### config.mk
export PLATFORM = sky130hd
export DESIGN_NAME = lexical_token_scanner
export DESIGN_NICKNAME = d
export VERILOG_FILES = /design/src/design/ltscan_pkg.sv /design/src/design/lexical_token_scanner.sv
export SDC_FILE = /design/constraint.sdc
export NUM_CORES = 2
export LEC_CHECK = 0
export BUFFER_PORTS_ARGS = -buffer_cell sky130_fd_sc_hd__buf_2
export CORE_UTILIZATION = 25
export CTS_CLUSTER_DIAMETER = 30
export DETAILED_ROUTE_END_ITERATION = 10
export SLEW_MARGIN = 15
export SYNTH_ARGS = -nofsm -noshare
export SYNTH_HDL_FRONTEND = slang
export SYNTH_SLANG_ARGS = --single-unit
### constraint.sdc
create_clock -name aclk -period 12.8 [get_ports aclk]
set_input_delay 1.28 -clock aclk [delete_from_list [all_inputs] [get_ports aclk]]
set_output_delay 1.28 -clock aclk [all_outputs]
set_load 0.02 [all_outputs]
### src/design/ltscan_pkg.sv
// Package: types, codes and the per-character scan step of the lexical token scanner.
`timescale 1ns / 1ps
package ltscan_pkg;

    localparam int LINE_BITS  = 16;
    localparam int COL_BITS   = 16;
    localparam int OUT_W      = 16;
    localparam int FIFO_DEPTH = 4;
    localparam int PTR_BITS   = 2;
    localparam int CNT_BITS   = 3;
    localparam int TDATA_W    = 72;

    localparam logic [7:0] TAB_RESET = 8'd4;
    localparam logic [2:0] NM_FULL   = 3'd4;
    localparam logic [2:0] NM_FAIL   = 3'd7;

    localparam logic [5:0] K_EOF    = 6'd0;
    localparam logic [5:0] K_ERROR  = 6'd1;
    localparam logic [5:0] K_IDENT  = 6'd2;
    localparam logic [5:0] K_NULL   = 6'd3;
    localparam logic [5:0] K_INT    = 6'd4;
    localparam logic [5:0] K_OCT    = 6'd5;
    localparam logic [5:0] K_DEC    = 6'd6;
    localparam logic [5:0] K_HEX    = 6'd7;
    localparam logic [5:0] K_FLOAT  = 6'd8;
    localparam logic [5:0] K_STRING = 6'd9;
    localparam logic [5:0] K_ASI    = 6'd10;
    localparam logic [5:0] K_EQ     = 6'd11;
    localparam logic [5:0] K_MATCH  = 6'd12;
    localparam logic [5:0] K_LT     = 6'd13;
    localparam logic [5:0] K_LE     = 6'd14;
    localparam logic [5:0] K_GT     = 6'd15;
    localparam logic [5:0] K_GE     = 6'd16;
    localparam logic [5:0] K_NE     = 6'd17;
    localparam logic [5:0] K_AND    = 6'd18;
    localparam logic [5:0] K_OR     = 6'd19;
    localparam logic [5:0] K_PLUS   = 6'd20;
    localparam logic [5:0] K_PLUSEQ = 6'd21;
    localparam logic [5:0] K_MINUS  = 6'd22;
    localparam logic [5:0] K_MINEQ  = 6'd23;
    localparam logic [5:0] K_DOT    = 6'd24;
    localparam logic [5:0] K_DOLLAR = 6'd25;
    localparam logic [5:0] K_LPAR   = 6'd26;
    localparam logic [5:0] K_RPAR   = 6'd27;
    localparam logic [5:0] K_STAR   = 6'd28;
    localparam logic [5:0] K_COMMA  = 6'd29;
    localparam logic [5:0] K_COLON  = 6'd30;
    localparam logic [5:0] K_SEMI   = 6'd31;
    localparam logic [5:0] K_LBRK   = 6'd32;
    localparam logic [5:0] K_RBRK   = 6'd33;
    localparam logic [5:0] K_LBRC   = 6'd34;
    localparam logic [5:0] K_RBRC   = 6'd35;

    localparam logic [1:0] E_NONE    = 2'd0;
    localparam logic [1:0] E_UNKNOWN = 2'd1;
    localparam logic [1:0] E_NEWLINE = 2'd2;
    localparam logic [1:0] E_UNTERM  = 2'd3;

    typedef enum logic [26:0] {
        S_START = 27'd1 << 0,  S_IDENT = 27'd1 << 1,  S_ZERO  = 27'd1 << 2,
        S_NZERO = 27'd1 << 3,  S_DEC   = 27'd1 << 4,  S_OCT   = 27'd1 << 5,
        S_HEX   = 27'd1 << 6,  S_HEX1  = 27'd1 << 7,  S_FLT0  = 27'd1 << 8,
        S_FLT1  = 27'd1 << 9,  S_FLT15 = 27'd1 << 10, S_FLT2  = 27'd1 << 11,
        S_FLT21 = 27'd1 << 12, S_FLT22 = 27'd1 << 13, S_SQUOT = 27'd1 << 14,
        S_DQUOT = 27'd1 << 15, S_DQESC = 27'd1 << 16, S_ASI   = 27'd1 << 17,
        S_LT    = 27'd1 << 18, S_GT    = 27'd1 << 19, S_NE    = 27'd1 << 20,
        S_AND   = 27'd1 << 21, S_OR    = 27'd1 << 22, S_PLUS  = 27'd1 << 23,
        S_MINUS = 27'd1 << 24, S_ENTER = 27'd1 << 25, S_DOT   = 27'd1 << 26
    } scan_state_t;

    typedef struct packed {
        scan_state_t          scan;
        logic [LINE_BITS-1:0] line;
        logic [COL_BITS-1:0]  col;
        logic [LINE_BITS-1:0] sline;
        logic [COL_BITS-1:0]  scol;
        logic [2:0]           nm;
    } scan_t;

    typedef struct packed {
        logic             tv;
        logic [7:0]       tc;
        logic             te;
        logic [5:0]       kind;
        logic [1:0]       err;
        logic [OUT_W-1:0] line;
        logic [OUT_W-1:0] col;
        logic [OUT_W-1:0] ecol;
    } res_t;

    typedef struct packed {
        scan_t st;
        res_t  res;
        logic  redo;
    } step_t;

    typedef struct packed {
        res_t res;
        logic last;
    } entry_t;

    function automatic logic [COL_BITS-1:0] col_sat(logic [COL_BITS-1:0] col, logic [7:0] n);
        logic [COL_BITS:0] s;
        s = {1'b0, col} + {{(COL_BITS + 1 - 8){1'b0}}, n};
        return s[COL_BITS] ? {COL_BITS{1'b1}} : s[COL_BITS-1:0];
    endfunction

    function automatic logic [LINE_BITS-1:0] line_inc(logic [LINE_BITS-1:0] line);
        return (&line) ? line : line + {{(LINE_BITS - 1){1'b0}}, 1'b1};
    endfunction

    function automatic logic [2:0] nm_next(logic [2:0] nm, logic [7:0] c);
        logic [7:0] want;
        case (nm)
            3'd0: want = "n";
            3'd1: want = "u";
            default: want = "l";
        endcase
        return (nm < NM_FULL && c == want) ? nm + 3'd1 : NM_FAIL;
    endfunction

    function automatic logic [7:0] escape_byte(logic [7:0] c);
        case (c)
            "a": return 8'd7;
            "b": return 8'd8;
            "f": return 8'd12;
            "n": return 8'd10;
            "r": return 8'd13;
            "t": return 8'd9;
            default: return c;
        endcase
    endfunction

    function automatic logic [5:0] punct_kind(logic [7:0] c);
        case (c)
            "$": return K_DOLLAR;
            "(": return K_LPAR;
            ")": return K_RPAR;
            "*": return K_STAR;
            ",": return K_COMMA;
            ":": return K_COLON;
            ";": return K_SEMI;
            "[": return K_LBRK;
            "]": return K_RBRK;
            "{": return K_LBRC;
            "}": return K_RBRC;
            default: return K_EOF;
        endcase
    endfunction

    function automatic step_t fin(step_t r, logic [5:0] kind);
        r.res.te   = 1'b1;
        r.res.kind = kind;
        r.res.line = OUT_W'(r.st.sline);
        r.res.col  = OUT_W'(r.st.scol);
        r.st.scan  = S_START;
        return r;
    endfunction

    function automatic step_t flt(step_t r, logic [1:0] err);
        r.res.err  = err;
        r.res.ecol = OUT_W'(r.st.col);
        return fin(r, K_ERROR);
    endfunction

    // One examination of a character (or of end of input) in the current state.
    function automatic step_t examine(scan_t s, logic [7:0] c, logic eof, logic [7:0] tab);
        step_t      r;
        logic       save;
        logic [7:0] oc;
        logic       dg, al, hx, ep, od, sg;
        logic [5:0] base, pk;
        logic [7:0] want;
        r      = '0;
        r.st   = s;
        save   = 1'b1;
        oc     = c;
        dg     = !eof && c >= "0" && c <= "9";
        od     = !eof && c >= "0" && c <= "7";
        al     = !eof && (c == "_" || (c >= "a" && c <= "z") || (c >= "A" && c <= "Z"));
        hx     = dg || (!eof && ((c >= "a" && c <= "f") || (c >= "A" && c <= "F")));
        ep     = !eof && (c == "e" || c == "E");
        sg     = !eof && (c == "+" || c == "-");
        pk     = eof ? K_EOF : punct_kind(c);
        base   = K_LT;
        want   = "=";
        case (s.scan)
            S_IDENT: begin
                if (al || dg) begin
                    r.st.nm  = nm_next(s.nm, c);
                    r.st.col = col_sat(s.col, 8'd1);
                end else begin
                    save = 1'b0; r.redo = 1'b1;
                    r = fin(r, (s.nm == NM_FULL) ? K_NULL : K_IDENT);
                end
            end
            S_ZERO: begin
                if (!eof && (c == "x" || c == "X")) begin
                    r.st.scan = S_HEX; r.st.col = col_sat(s.col, 8'd1);
                end else if (!eof && c == ".") begin
                    r.st.scan = S_FLT1; r.st.col = col_sat(s.col, 8'd1);
                end else if (ep) begin
                    r.st.scan = S_FLT2; r.st.col = col_sat(s.col, 8'd1);
                end else if (od) begin
                    r.st.scan = S_OCT; r.st.col = col_sat(s.col, 8'd1);
                end else if (dg) begin
                    r.st.scan = S_FLT0; r.st.col = col_sat(s.col, 8'd1);
                end else begin
                    save = 1'b0; r.redo = 1'b1; r = fin(r, K_INT);
                end
            end
            S_NZERO, S_DEC: begin
                if (dg) begin
                    r.st.scan = S_DEC; r.st.col = col_sat(s.col, 8'd1);
                end else if (!eof && c == ".") begin
                    r.st.scan = S_FLT1; r.st.col = col_sat(s.col, 8'd1);
                end else if (ep) begin
                    r.st.scan = S_FLT2; r.st.col = col_sat(s.col, 8'd1);
                end else begin
                    save = 1'b0; r.redo = 1'b1;
                    r = fin(r, (s.scan == S_DEC) ? K_DEC : K_INT);
                end
            end
            S_OCT: begin
                if (od) begin
                    r.st.col = col_sat(s.col, 8'd1);
                end else if (dg) begin
                    r.st.scan = S_FLT0; r.st.col = col_sat(s.col, 8'd1);
                end else if (!eof && c == ".") begin
                    r.st.scan = S_FLT1; r.st.col = col_sat(s.col, 8'd1);
                end else if (ep) begin
                    r.st.scan = S_FLT2; r.st.col = col_sat(s.col, 8'd1);
                end else begin
                    save = 1'b0; r.redo = 1'b1; r = fin(r, K_OCT);
                end
            end
            S_HEX: begin
                if (hx) begin
                    r.st.scan = S_HEX1; r.st.col = col_sat(s.col, 8'd1);
                end else begin
                    save = 1'b0; r.redo = 1'b1; r = flt(r, E_UNKNOWN);
                end
            end
            S_HEX1: begin
                if (hx) begin
                    r.st.col = col_sat(s.col, 8'd1);
                end else begin
                    save = 1'b0; r.redo = 1'b1; r = fin(r, K_HEX);
                end
            end
            S_FLT0: begin
                if (!eof && c == ".") begin
                    r.st.scan = S_FLT1; r.st.col = col_sat(s.col, 8'd1);
                end else if (ep) begin
                    r.st.scan = S_FLT2; r.st.col = col_sat(s.col, 8'd1);
                end else if (dg) begin
                    r.st.col = col_sat(s.col, 8'd1);
                end else begin
                    save = 1'b0; r.redo = 1'b1; r = fin(r, K_INT);
                end
            end
            S_FLT1: begin
                if (dg) begin
                    r.st.scan = S_FLT15; r.st.col = col_sat(s.col, 8'd1);
                end else begin
                    save = 1'b0; r.redo = 1'b1; r = fin(r, K_FLOAT);
                end
            end
            S_FLT15: begin
                if (ep) begin
                    r.st.scan = S_FLT2; r.st.col = col_sat(s.col, 8'd1);
                end else if (dg) begin
                    r.st.col = col_sat(s.col, 8'd1);
                end else begin
                    save = 1'b0; r.redo = 1'b1; r = fin(r, K_FLOAT);
                end
            end
            S_FLT2: begin
                r.st.scan = S_FLT21;
                if (sg) begin
                    r.st.col = col_sat(s.col, 8'd1);
                end else begin
                    save = 1'b0; r.redo = 1'b1;
                end
            end
            S_FLT21: begin
                if (dg) begin
                    r.st.scan = S_FLT22; r.st.col = col_sat(s.col, 8'd1);
                end else begin
                    save = 1'b0; r.redo = 1'b1; r = flt(r, E_UNKNOWN);
                end
            end
            S_FLT22: begin
                if (dg) begin
                    r.st.col = col_sat(s.col, 8'd1);
                end else begin
                    save = 1'b0; r.redo = 1'b1; r = fin(r, K_FLOAT);
                end
            end
            S_SQUOT, S_DQUOT: begin
                if (s.scan == S_DQUOT && !eof && c == "\\") begin
                    save = 1'b0; r.st.scan = S_DQESC; r.st.col = col_sat(s.col, 8'd1);
                end else if (!eof && ((s.scan == S_SQUOT && c == "'")
                                      || (s.scan == S_DQUOT && c == "\""))) begin
                    save = 1'b0; r = fin(r, K_STRING); r.st.col = col_sat(s.col, 8'd1);
                end else if (!eof && (c == "\n" || c == "\r")) begin
                    save = 1'b0; r = flt(r, E_NEWLINE);
                    r.st.line = line_inc(s.line);
                    r.st.col  = {{(COL_BITS - 1){1'b0}}, 1'b1};
                end else if (eof) begin
                    save = 1'b0; r.redo = 1'b1; r = flt(r, E_UNTERM);
                end else begin
                    r.st.col = col_sat(s.col, 8'd1);
                end
            end
            S_DQESC: begin
                if (eof) begin
                    save = 1'b0; r.redo = 1'b1; r = flt(r, E_UNTERM);
                end else begin
                    r.st.scan = S_DQUOT; oc = escape_byte(c);
                end
            end
            S_ASI: begin
                if (!eof && c == "=") begin
                    r = fin(r, K_EQ); r.st.col = col_sat(s.col, 8'd1);
                end else if (!eof && c == "~") begin
                    r = fin(r, K_MATCH); r.st.col = col_sat(s.col, 8'd1);
                end else begin
                    save = 1'b0; r.redo = 1'b1; r = fin(r, K_ASI);
                end
            end
            S_LT, S_GT, S_PLUS, S_MINUS: begin
                base = (s.scan == S_LT) ? K_LT : (s.scan == S_GT) ? K_GT :
                       (s.scan == S_PLUS) ? K_PLUS : K_MINUS;
                if (!eof && c == "=") begin
                    r = fin(r, base + 6'd1); r.st.col = col_sat(s.col, 8'd1);
                end else begin
                    save = 1'b0; r.redo = 1'b1; r = fin(r, base);
                end
            end
            S_NE, S_AND, S_OR: begin
                want = (s.scan == S_NE) ? "=" : (s.scan == S_AND) ? "&" : "|";
                base = (s.scan == S_NE) ? K_NE : (s.scan == S_AND) ? K_AND : K_OR;
                if (!eof && c == want) begin
                    r = fin(r, base); r.st.col = col_sat(s.col, 8'd1);
                end else begin
                    save = 1'b0; r.redo = 1'b1; r = flt(r, E_UNKNOWN);
                end
            end
            S_DOT: begin
                if (dg) begin
                    r.st.scan = S_FLT1; r.st.col = col_sat(s.col, 8'd1);
                end else begin
                    save = 1'b0; r.redo = 1'b1; r = fin(r, K_DOT);
                end
            end
            S_ENTER: begin
                r.redo    = eof || c != "\n";
                save      = 1'b0;
                r.st.scan = S_START;
                r.st.line = line_inc(s.line);
                r.st.col  = {{(COL_BITS - 1){1'b0}}, 1'b1};
            end
            default: begin
                r.st.scan  = S_START;
                r.st.sline = s.line;
                r.st.scol  = s.col;
                if (al) begin
                    r.st.nm = nm_next(3'd0, c); r.st.scan = S_IDENT;
                    r.st.col = col_sat(s.col, 8'd1);
                end else if (!eof && c == "0") begin
                    r.st.scan = S_ZERO; r.st.col = col_sat(s.col, 8'd1);
                end else if (dg) begin
                    r.st.scan = S_NZERO; r.st.col = col_sat(s.col, 8'd1);
                end else if (!eof && c == " ") begin
                    save = 1'b0; r.st.col = col_sat(s.col, 8'd1);
                end else if (!eof && c == "\t") begin
                    save = 1'b0; r.st.col = col_sat(s.col, tab);
                end else if (!eof && c == "\n") begin
                    save = 1'b0; r.st.line = line_inc(s.line);
                    r.st.col = {{(COL_BITS - 1){1'b0}}, 1'b1};
                end else if (!eof && c == "\r") begin
                    save = 1'b0; r.st.scan = S_ENTER;
                end else if (!eof && c == "'") begin
                    save = 1'b0; r.st.scan = S_SQUOT; r.st.col = col_sat(s.col, 8'd1);
                end else if (!eof && c == "\"") begin
                    save = 1'b0; r.st.scan = S_DQUOT; r.st.col = col_sat(s.col, 8'd1);
                end else if (!eof && c == "=") begin
                    r.st.scan = S_ASI; r.st.col = col_sat(s.col, 8'd1);
                end else if (!eof && c == "<") begin
                    r.st.scan = S_LT; r.st.col = col_sat(s.col, 8'd1);
                end else if (!eof && c == ">") begin
                    r.st.scan = S_GT; r.st.col = col_sat(s.col, 8'd1);
                end else if (!eof && c == "!") begin
                    r.st.scan = S_NE; r.st.col = col_sat(s.col, 8'd1);
                end else if (!eof && c == "&") begin
                    r.st.scan = S_AND; r.st.col = col_sat(s.col, 8'd1);
                end else if (!eof && c == "|") begin
                    r.st.scan = S_OR; r.st.col = col_sat(s.col, 8'd1);
                end else if (!eof && c == "+") begin
                    r.st.scan = S_PLUS; r.st.col = col_sat(s.col, 8'd1);
                end else if (!eof && c == "-") begin
                    r.st.scan = S_MINUS; r.st.col = col_sat(s.col, 8'd1);
                end else if (!eof && c == ".") begin
                    r.st.scan = S_DOT; r.st.col = col_sat(s.col, 8'd1);
                end else if (eof) begin
                    save = 1'b0; r = fin(r, K_EOF);
                end else if (pk != K_EOF) begin
                    r = fin(r, pk); r.st.col = col_sat(s.col, 8'd1);
                end else begin
                    r = flt(r, E_UNKNOWN); r.st.col = col_sat(s.col, 8'd1);
                end
            end
        endcase
        if (save && !eof) begin
            r.res.tv = 1'b1;
            r.res.tc = oc;
        end
        return r;
    endfunction

endpackage

### src/design/lexical_token_scanner.sv
// Top level: character-stream lexical token scanner with result queue.
// Results are written to the result queue on their character transfer and offered on m_ in order.
// Throughput: one character per cycle; a character giving two results takes
//   two queue entries, only the second with m_tlast set; input stalls while
//   more than two of the 4 result queue entries are in use.
// Reset (aresetn low, synchronous): start state, line/column 1, tab width 4,
//   result queue empty.
`timescale 1ns / 1ps
module lexical_token_scanner (
    input  logic        aclk,
    input  logic        aresetn,
    input  logic        s_tvalid,
    output logic        s_tready,
    input  logic [7:0]  s_tdata,   // [7:0] ch
    input  logic        s_tuser,   // [0] end_of_input
    output logic        m_tvalid,
    input  logic        m_tready,
    // [0] text_valid, [8:1] text_char, [9] token_end, [15:10] token_kind,
    // [17:16] error_kind, [33:18] token_line, [49:34] token_col,
    // [65:50] error_col, [71:66] zero
    output logic [ltscan_pkg::TDATA_W-1:0] m_tdata,
    output logic        m_tlast,
    input  logic        cfg_valid,
    output logic        cfg_ready,
    input  logic [7:0]  cfg_data
);

    logic [7:0]                       tab_reg;
    ltscan_pkg::scan_t                st_reg, st_next;
    ltscan_pkg::entry_t               fifo_reg [ltscan_pkg::FIFO_DEPTH];
    logic [ltscan_pkg::PTR_BITS-1:0]  head_reg, tail_reg;
    logic [ltscan_pkg::CNT_BITS-1:0]  count_reg, count_next;
    ltscan_pkg::step_t                e1, e2, e3;
    logic                             v1, v2, v3, s_xfer, m_xfer;
    logic [1:0]                       npush;
    ltscan_pkg::entry_t               slot0, slot1;
    ltscan_pkg::entry_t               head_e;

    assign cfg_ready = 1'b1;
    assign s_tready  = count_reg <= ltscan_pkg::CNT_BITS'(ltscan_pkg::FIFO_DEPTH - 2);
    assign s_xfer    = s_tvalid && s_tready;
    assign m_tvalid  = count_reg != '0;
    assign m_xfer    = m_tvalid && m_tready;

    always_comb begin
        e1 = ltscan_pkg::examine(st_reg, s_tdata, s_tuser, tab_reg);
        e2 = ltscan_pkg::examine(e1.st, s_tdata, s_tuser, tab_reg);
        e3 = ltscan_pkg::examine(e2.st, s_tdata, s_tuser, tab_reg);
        v1 = e1.res.tv || e1.res.te;
        v2 = e1.redo && (e2.res.tv || e2.res.te);
        v3 = e1.redo && e2.redo && (e3.res.tv || e3.res.te);
        st_next = !e1.redo ? e1.st : (!e2.redo ? e2.st : e3.st);
        npush = 2'(v1) + 2'(v2) + 2'(v3);
        slot0.res  = v1 ? e1.res : (v2 ? e2.res : e3.res);
        slot0.last = npush == 2'd1;
        slot1.res  = (v1 && v2) ? e2.res : e3.res;
        slot1.last = 1'b1;
        if (!s_xfer) begin
            npush = 2'd0;
        end
        count_next = count_reg + ltscan_pkg::CNT_BITS'(npush)
                     - ltscan_pkg::CNT_BITS'(m_xfer);
    end

    always_ff @(posedge aclk) begin
        if (!aresetn) begin
            tab_reg      <= ltscan_pkg::TAB_RESET;
            st_reg.scan  <= ltscan_pkg::S_START;
            st_reg.line  <= ltscan_pkg::LINE_BITS'(1);
            st_reg.col   <= ltscan_pkg::COL_BITS'(1);
            st_reg.sline <= ltscan_pkg::LINE_BITS'(1);
            st_reg.scol  <= ltscan_pkg::COL_BITS'(1);
            st_reg.nm    <= '0;
            head_reg     <= '0;
            tail_reg     <= '0;
            count_reg    <= '0;
        end else begin
            if (cfg_valid && cfg_ready) begin
                tab_reg <= cfg_data;
            end
            if (s_xfer) begin
                st_reg <= st_next;
            end
            if (m_xfer) begin
                head_reg <= head_reg + 1'b1;
            end
            tail_reg  <= tail_reg + ltscan_pkg::PTR_BITS'(npush);
            count_reg <= count_next;
        end
    end

    always_ff @(posedge aclk) begin
        if (npush != 2'd0) begin
            fifo_reg[tail_reg] <= slot0;
        end
        if (npush == 2'd2) begin
            fifo_reg[tail_reg + 1'b1] <= slot1;
        end
    end

    assign head_e  = fifo_reg[head_reg];
    assign m_tlast = head_e.last;
    assign m_tdata = {6'd0, head_e.res.ecol, head_e.res.col, head_e.res.line,
                      head_e.res.err, head_e.res.kind, head_e.res.te,
                      head_e.res.tc, head_e.res.tv};

    a_count_bound: assert property (@(posedge aclk) disable iff (!aresetn)
        count_reg <= ltscan_pkg::CNT_BITS'(ltscan_pkg::FIFO_DEPTH))
        else $error("result queue overflow");

    a_kind_needs_end: assert property (@(posedge aclk) disable iff (!aresetn)
        (m_tvalid && !m_tdata[9]) |-> (m_tdata[15:10] == ltscan_pkg::K_EOF))
        else $error("token kind without token end");

    a_err_is_error: assert property (@(posedge aclk) disable iff (!aresetn)
        (m_tvalid && m_tdata[17:16] != ltscan_pkg::E_NONE)
            |-> (m_tdata[15:10] == ltscan_pkg::K_ERROR))
        else $error("error code on non-error token");

endmodule

==> impl_metrics.yaml <==
yosys:
  async_reset_ff_frac: 0
  yosysSeqAreaShare: 0.2941
  synth_edf_count: 264
  synth_common_cells: "nand2_1, nor2_1, a21oi_1"
  syn-cell-area_mm2: 0.03479
  synth_area_per_cell_um2: 7.906
  synth_largest_area_cell: "edfxtp_1"
  synth_top_area_frac: 0.2279
  ys_ff_latch: 379
  ys_warn_count: 0
  yosysMostFrequentCell: "nand2_1"
  ys.flop_type: "edfxtp_1"
  syn_inst: 4400
  ys_types: 121
  synth_area_leaders: "edfxtp_1, dfxtp_1, o22ai_1, a21oi_1, nand2_1"
power_and_ir_drop:
  vdd_ir_drop_max_mv: 0.1229
  p_per_area_mw_per_mm2: 189.2
  static-leakage-power_nw: 13.64
place:
  dp_cells: 6067
  gp_congestion: 1.058
  io_buffers: 90
  dp_hpwl_um: 145500
hold_path:
  min_path_cells: 1
  hold-path-endpoint: "fifo_reg[2][0]"
  holdCritPathClass: "flop to flop"
  min_from: "fifo_reg[2][0]"
worst_setup_path:
  worst-path-stages: 40
  crit_fanout: 15
  worst_path_most_repeated_cell: "nor2_1"
  timing.rr.end: "st_reg[47]"
  crit_family: "simple AND/OR/NAND/NOR gates"
  critPathRequiredTime_ns: 13.42
  r2r_start: "st_reg[90]"
  rr_worst_depth: 40
  cp-end-kind: "flop"
  crit_slowest_cell: "nor2_1"
  slowest_delay_ns: 0.86
  arrival_ns: 11.94
  start_kind: "flop"
  worstSetupPathType: "flop to flop"
  r2r_setup_slack_ns: 1.48
  worst-path-buf-inv: 6
global_routing:
  globalRouteOverflowTotal: 0
  grt_max_degree: 79
  grt_pass1_wl_um: 282100
  antenna_found_initial: 10
  grt_util_all_layers: 0.2739
  first_global_vias: 37330
timing:
  fmax_mhz: 88.35
  period_needed_ns: 11.32
  hold_viol: 0
  relSlewSlack: 0.1526
  tightest_slew_ns: 1.266
  fin_tns_setup_ns: 0
  grt_setup_unrepaired: "no"
  setup_violations: 0
  final_min_period_over_clock_period: 0.8843
  fin_skew_ns: 0.06113
  maxSlewViolCount: 0
final_layout:
  drive_gt1_frac: 0.1496
  multi_input_area_mm2: 0.02283
  final_net_count: 4443
  largest_reg_flops: 268
  regArea_mm2: 0.01024
  nFillCells: 14620
  final_cells: 6257
  area_growth_pct: 18.42
clocking:
  path_clk_slew_ns: 0.05
  post_cts_buffers: 0
  clock-sinks: 379
  numCtsBuffers: 98
  clock_latency_ns: 0.73
  cts_root_buf: "clkbuf_16"
  hold_buffers: 0
  cts_tree: "built"
  cts_buffer_depth: 3
  cts_resized: 0
  cts_htree_levels: 3
drt:
  antenna_violating_nets_post_route: 0
  drtIter0Drc: 6752
  drc_errors: 0
  totalWireLength_um: 201400
  drt-pass1-iter-count: 8
  via_per_inst: 6.539
  wl_per_cell_um: 32.18
  dr_total_vias: 40920
floorplanning:
  die_x_um: 375.0
  start_util: 0.2524
  num_io_pins: 98
  core_area_mm2: 0.1378
  chipHeight_um: 375.0
  num_rows: 136
  die_area_mm2: 0.1406
job:
  maxCapViolCount: 0
status:
  status: "complete, no violations"
[final cells by class]
cell class / count / share of cell area
clock inverter: 64 / 0.02409
multi-input combinational: 3543 / 0.5543
timing repair buffer: 292 / 0.04811
inverter: 59 / 0.005437
clock buffer: 121 / 0.06479
tap: 1794 / 0.05449
sequential: 379 / 0.2485
antenna: 5 / 0.0003037
[worst max-delay path by stage]
stage | endpoint | startpoint | slack, ns
floorplan | st_reg[47] | s_tdata[1] | 3.21
global placement | st_reg[47] | s_tdata[1] | 1.79
detailed placement | st_reg[47] | s_tdata[1] | 1.73
CTS | st_reg[38] | st_reg[90] | 1.96
global route | st_reg[38] | st_reg[90] | 1.13
finish | st_reg[47] | st_reg[90] | 1.48
[power breakdown]
group          internal (mW)  switching [mW]
registers               1.55           0.139
clock network           1.85           0.857
logic                  0.989            2.41
[per-stage QoR]
| stage | power, mW | hold WS [ns] | util | instance area, um^2 | setup WS, ns |
|---|---|---|---|---|---|
| detailed placement | 4.965 | 0.4492 | 0.2722 | 37510 | 1.731 |
| floorplan | 3.673 | 0.4310 | - | 34800 | 3.212 |
| finish | 7.792 | 0.4654 | 0.2989 | 41190 | 1.481 |
| CTS | 7.682 | 0.4590 | 0.2987 | 41170 | 1.958 |
| global route | 8.015 | 0.4988 | 0.2988 | 41180 | 1.127 |
| global placement | 4.962 | 0.4444 | 0.2721 | 37510 | 1.795 |
[routing by layer]
layer	routed length [um]	vias to the layer above	GRT usage
li1	-	17140	-
met1	81220	20030	0.3673
met2	82590	3121	0.3942
met3	25870	620	0.08135
met4	11650	4	0.1403
met5	27	-	0
[logic make-up (layout without fill, tap and decap cells)]
kind of cell,after synthesis,in the layout,share of synthesized area
other cells,2,12,0.0002159
mux,137,137,0.06392
buf+inv,483,536,0.05453
flops,379,379,0.2941
xor+xnor,87,87,0.02190
fa+ha+maj,48,48,0.01834
simple gates,1619,1619,0.2361
compound gates,1645,1645,0.3109
[placed cells by master, fill, tap and decap left out, types with 55 or more instances in the layout]
cell | netlist | routed
clkbuf_16 | 0 | 98
nand3_1 | 144 | 144
nor3_1 | 153 | 151
a21oi_1 | 358 | 357
o21ai_0 | 282 | 282
nor2b_1 | 58 | 58
inv_1 | 55 | 55
nand4_1 | 56 | 56
and2_1 | 56 | 55
buf_4 | 8 | 202
mux2i_1 | 62 | 62
edfxtp_1 | 264 | 264
o22ai_1 | 316 | 316
a211oi_1 | 74 | 73
a31oi_1 | 82 | 81
mux4_2 | 67 | 67
nor2_1 | 360 | 356
dfxtp_1 | 115 | 113
buf_2 | 29 | 89
nand2_1 | 452 | 447
xnor2_1 | 57 | 57
No activity file was read; power rests on OpenSTA's default activity.
